--- src/hav_pkg.sv ---
// Shared constants and the arctangent table for the great-circle distance pipeline.
package hav_pkg;

    localparam int CORDIC_STAGES_DEF = 32;

    // Widths: CORDIC datapath, angle differences, Q2.30 angles.
    localparam int CW    = 34;
    localparam int D_W   = 33;
    localparam int ANG_W = 31;

    localparam logic [31:0] PI_Q30       = 32'd3373259426;
    localparam logic [31:0] FULL_TURN    = 32'd3600000000;
    localparam logic [31:0] HALF_TURN    = 32'd1800000000;
    localparam logic [31:0] QUARTER_TURN = 32'd900000000;

    // Reciprocal of the full-turn conversion, floor(pi * 2^30 * 2^32 / 3.6e9).
    localparam logic [63:0] RECIP_WIDE = ({32'd0, PI_Q30} << 32) / {32'd0, FULL_TURN};
    localparam logic [31:0] RECIP      = RECIP_WIDE[31:0];

    localparam logic signed [CW-1:0] GAIN_Q30 = 34'sd652032874;
    localparam logic [ANG_W-1:0] ONE_Q30      = 31'd1073741824;
    localparam logic [ANG_W-1:0] HALF_PI_Q30  = 31'd1686629713;
    localparam logic signed [63:0] ROUND_Q30  = 64'sd536870912;

    localparam logic [26:0] MM_SCALE = 27'd99546875;
    localparam int          MM_SHIFT = 23;

    localparam int          THR_W     = 20;
    localparam logic [19:0] THR_RESET = 20'd750;
    localparam int          DIST_W    = 35;

    // Square root: one result bit per stage.
    localparam int SQ_ITER = 31;
    localparam int SQ_W    = 62;

    // Register stages of the degree-to-radian conversion.
    localparam int Q30_LAT = 5;

    function automatic logic [31:0] atan_entry(input int unsigned i);
        logic [31:0] r;
        case (i)
            0: r = 32'h3243F6A8;
            1: r = 32'h1DAC6705;
            2: r = 32'h0FADBAFC;
            3: r = 32'h07F56EA6;
            4: r = 32'h03FEAB76;
            5: r = 32'h01FFD55B;
            6: r = 32'h00FFFAAA;
            7: r = 32'h007FFF55;
            8: r = 32'h003FFFEA;
            9: r = 32'h001FFFFD;
            default: begin
                if (i <= 30) r = (32'd1 << (30 - i)) - 32'd1;
                else         r = 32'd0;
            end
        endcase
        return r;
    endfunction

endpackage

--- src/hav_isqrt.sv ---
// Pipelined integer square root, one result bit per register stage.
module hav_isqrt (
    input  logic                            i_clk,
    input  logic [hav_pkg::SQ_W-2:0]        i_v,
    output logic [hav_pkg::ANG_W-1:0]       o_r
);

    logic [hav_pkg::SQ_W-1:0] r_v [hav_pkg::SQ_ITER];
    logic [hav_pkg::SQ_W-1:0] r_r [hav_pkg::SQ_ITER];

    for (genvar k = 0; k < hav_pkg::SQ_ITER; k++) begin : g_bit
        localparam logic [hav_pkg::SQ_W-1:0] B =
            {{(hav_pkg::SQ_W-1){1'b0}}, 1'b1} << (2 * (hav_pkg::SQ_ITER - 1 - k));
        logic [hav_pkg::SQ_W-1:0] v_in, r_in, n_sum;
        logic n_ge;

        if (k == 0) begin : g_first
            assign v_in = {1'b0, i_v};
            assign r_in = '0;
        end else begin : g_next
            assign v_in = r_v[k-1];
            assign r_in = r_r[k-1];
        end

        assign n_sum = r_in + B;
        assign n_ge  = v_in >= n_sum;

        always_ff @(posedge i_clk) begin
            r_v[k] <= n_ge ? v_in - n_sum : v_in;
            r_r[k] <= n_ge ? (r_in >> 1) + B : r_in >> 1;
        end
    end

    assign o_r = r_r[hav_pkg::SQ_ITER-1][hav_pkg::ANG_W-1:0];

endmodule

--- config.mk ---
export PLATFORM = sky130hd
export DESIGN_NAME = hav_isqrt
export DESIGN_NICKNAME = d
export VERILOG_FILES = /design/src/hav_pkg.sv /design/src/hav_isqrt.sv
export SDC_FILE = /design/constraint.sdc
export NUM_CORES = 2
export LEC_CHECK = 0
export BUFFER_PORTS_ARGS = -buffer_cell sky130_fd_sc_hd__buf_2
export CAP_MARGIN = 20
export CELL_PAD_IN_SITES_DETAIL_PLACEMENT = 1
export CELL_PAD_IN_SITES_GLOBAL_PLACEMENT = 2
export CORE_MARGIN = 1.5
export CORE_UTILIZATION = 45
export CTS_CLUSTER_SIZE = 8
export DETAILED_ROUTE_END_ITERATION = 8
export HOLD_SLACK_MARGIN = 0.1
export PLACE_DENSITY_LB_ADDON = 0.05
export SETUP_SLACK_MARGIN = 0.3
export SLEW_MARGIN = 15
export SYNTH_ARGS = -nofsm -noshare
export SYNTH_HDL_FRONTEND = slang
export SYNTH_SLANG_ARGS = --single-unit
--- constraint.sdc ---
create_clock -name i_clk -period 7.7 [get_ports i_clk]
set_input_delay 0.77 -clock i_clk [delete_from_list [all_inputs] [get_ports i_clk]]
set_output_delay 0.77 -clock i_clk [all_outputs]
set_load 0.01 [all_outputs]
==> flow_metrics.tcl <==
set metrics [dict create \
    synthTopCellsByArea "dfxtp_1 53%, ha_1 7.4%, xnor2_1 4.3%, xor2_1 3.9%, a21oi_1 3.2%" \
    grt_setup_unrepaired "false" \
    path_max_fanout 58 \
    gp_congestion 0.866 \
    seq_area_frac_synth_pct 53.2 \
    dpl.hpwl_um 200000 \
    finalCriticalPeriod_ps 4800 \
    detail_route.first_pass.iterations 5 \
    grt.total_usage_pct 26.0 \
    yosysWarnings 0 \
    drv_slew 0 \
    ys_ff_latch 2356 \
    cts_tree "built" \
    clock_sink_count 2356 \
    cpMaxStageDelayCell "nor3_1" \
    die_h_um 447 \
    postSynthAreaPerCell_um2 9.97 \
    synth_cells 8890 \
    cts_made_buffers 346 \
    fin_tns_setup_ps 0 \
    tightest_slew_ps 1110 \
    grt_antenna_before_repair 14 \
    critPathArrivalTime_ps 5640 \
    overflow 0 \
    r2r_end "r_v[28][55]" \
    num_vias 64207 \
    clkTransAtPathRegs_ps 50 \
    drc 0 \
    clockBufferDepth 4 \
    ios 93 \
    die_area_um2 200000 \
    setup_viol 0 \
    drv_cap 0 \
    cp_top_family "simple AND/OR/NAND/NOR gates" \
    grt_pass1_wl_um 404000 \
    critPathKind "flop to flop" \
    hold_end "r_v[29][1]" \
    vdd_drop_max_mv 0.232 \
    ctsResizeCount 0 \
    r2r_slack_ps 2900 \
    holdCritPathClass "flop to flop" \
    required_ps 8540 \
    syn_area_um2 88600 \
    postCtsSetupBuffers 0 \
    max_stage_delay_ps 830 \
    fillers 21277 \
    ant_nets 0 \
    grt_pass1_vias 68474 \
    yosysTopAreaCell "dfxtp_1" \
    die_w_um 447 \
    crit_buf_inv 4 \
    via_per_inst 5.40 \
    multi_input_area_um2 38400 \
    syn_to_final_growth_pct 14.6 \
    hold_viol 0 \
    synthArstFlopShare_pct 0 \
    drive_gt1_share_pct 7.08 \
    synth_cell_types 95 \
    holdPathStages 0 \
    status "finished clean" \
    fin_hold_ws_ps 283 \
    clk_latency_ps 960 \
    rows 162 \
    maxSlewHeadroom_pct 25.5 \
    port_buffers 92 \
    htreeDepth 5 \
    start_util_pct 45.4 \
    finClkSkew_ps 119 \
    worstSetupEndpointType "flop" \
    min_from "r_v[28][1]" \
    regArea_um2 47200 \
    power_density_nw_per_um2 388 \
    fmax_mhz 208 \
    cts_hold_buf 61 \
    crit_path_start_kind "flop" \
    nNetsFinal 9827 \
    yosysMostFrequentCell "dfxtp_1" \
    drt_wl_total_um 262000 \
    synth_edf_count 0 \
    drtIter0Drc 2804 \
    power.leakage_nw 45.9 \
    yosysTopAreaCellShare_pct 53.2 \
    root_buffer "clkbuf_16" \
    wire_per_inst_um 22.1 \
    period_share_pct 62.4 \
    grt_max_degree 59 \
    r2r-start "r_r[1][715]" \
    synthFlopType "dfxtp_1" \
    synthTopCellsByCount "2356 x dfxtp_1, 650 x inv_1, 642 x nor2_1, 583 x nand2_1, 562 x a21oi_1" \
    r2r_cells 15 \
    path_cells "inv_1, ha_1, nand2_1, nor3_1, nand4b_1, nor3_1, nand3_1, nand3_1, o21ba_2, buf_4, inv_1, o211ai_1, buf_4, nor4_1, xor2_1" \
    core_area_um2 195000 \
]
## per-stage QoR
step,instances,cell area (um^2),utilization (%),worst slack [ps],power [mW]
CTS,11888,102000,52.0,3090,39.7
floorplan,8891,88600,-,4500,23.1
finish,11891,102000,52.0,2900,39.4
detailed placement,11457,91900,47.1,3080,26.5
global route,11888,102000,52.0,2760,41.5
global placement,11452,91900,47.1,3080,26.3
## placed cells by master, fill, tap and decap left out, types with 19 or more instances in the layout
cell,synthesis,final
ha_1,523,523
nand3b_1,19,19
or2_2,34,34
nand4b_1,30,30
o21a_1,88,88
nand2_1,583,583
dlygate4sd3_1,0,61
and3_1,49,49
and2_1,26,26
nor2_1,642,642
dfxtp_1,2356,2356
clkbuf_16,0,351
nor4_1,307,302
o31ai_1,39,39
buf_4,4,26
xor2_1,391,391
mux2_2,83,83
buf_2,24,94
o211ai_1,37,37
or3_1,91,91
nand3_1,148,147
o21ai_0,400,400
a21boi_0,24,24
a21o_1,156,156
a21oi_1,562,562
or4_1,63,63
nand2b_1,90,90
xnor2_1,436,436
nor2b_1,78,77
a31oi_1,48,48
nor3_1,231,231
o21bai_1,45,45
a211oi_1,35,33
nor4b_1,34,34
a211o_1,20,20
inv_1,650,650
nand4_1,129,129
## report_power, final
part | switching [mW] | leakage, nW | internal, mW
Clock | 5.04 | 4.41 | 8.01
Combinational | 5.04 | 21.8 | 3.79
Sequential | 2.63 | 19.7 | 14.9
## layer usage
layer	GRT usage [%]	vias to the layer above	wire length [um]
li1	-	31328	-
met1	31.9	31541	115000
met2	46.5	869	131000
met3	3.34	469	7520
met4	8.84	0	8520
met5	0	-	0
## kinds of logic after synthesis
logic type               share of synthesized area (%)
AO/OA/AOI/OAI                                     11.3
AND/OR/NAND/NOR                                   15.1
adder cells (fa/ha/maj)                           7.39
XOR/XNOR                                          8.17
other                                          0.00423
buffers and inverters                             3.57
multiplexers                                      1.21
flip-flops                                        53.2
## flip-flops by register name (all words and copies together), names as in the netlist
signal	count
r_v	1860
r_r	496
## how the worst max path moves through the flow
stage / start / cells after the start / slack, ps / end
finish: r_r[1][715] / 15 / 2900 / r_v[28][55]
global route: r_r[1][715] / 15 / 2760 / r_v[28][61]
CTS: r_r[1][715] / 15 / 3090 / r_v[28][55]
detailed placement: r_r[1][715] / 15 / 3080 / r_v[28][61]
global placement: r_r[1][448] / 13 / 3080 / r_v[24][57]
floorplan: r_r[0][900] / 12 / 4500 / r_v[15][46]
## cell type report
cell class                      count  area share (%)
Timing Repair Buffer              181            1.26
Multi-Input combinational cell   5705            37.8
Clock inverter                      9           0.124
Inverter                          652            2.41
Sequential cell                  2356            46.4
Tap cell                         2624            3.23
Clock buffer                      361            8.72
Antenna cell                        3         0.00739
Power figures use the tool's default switching activity.
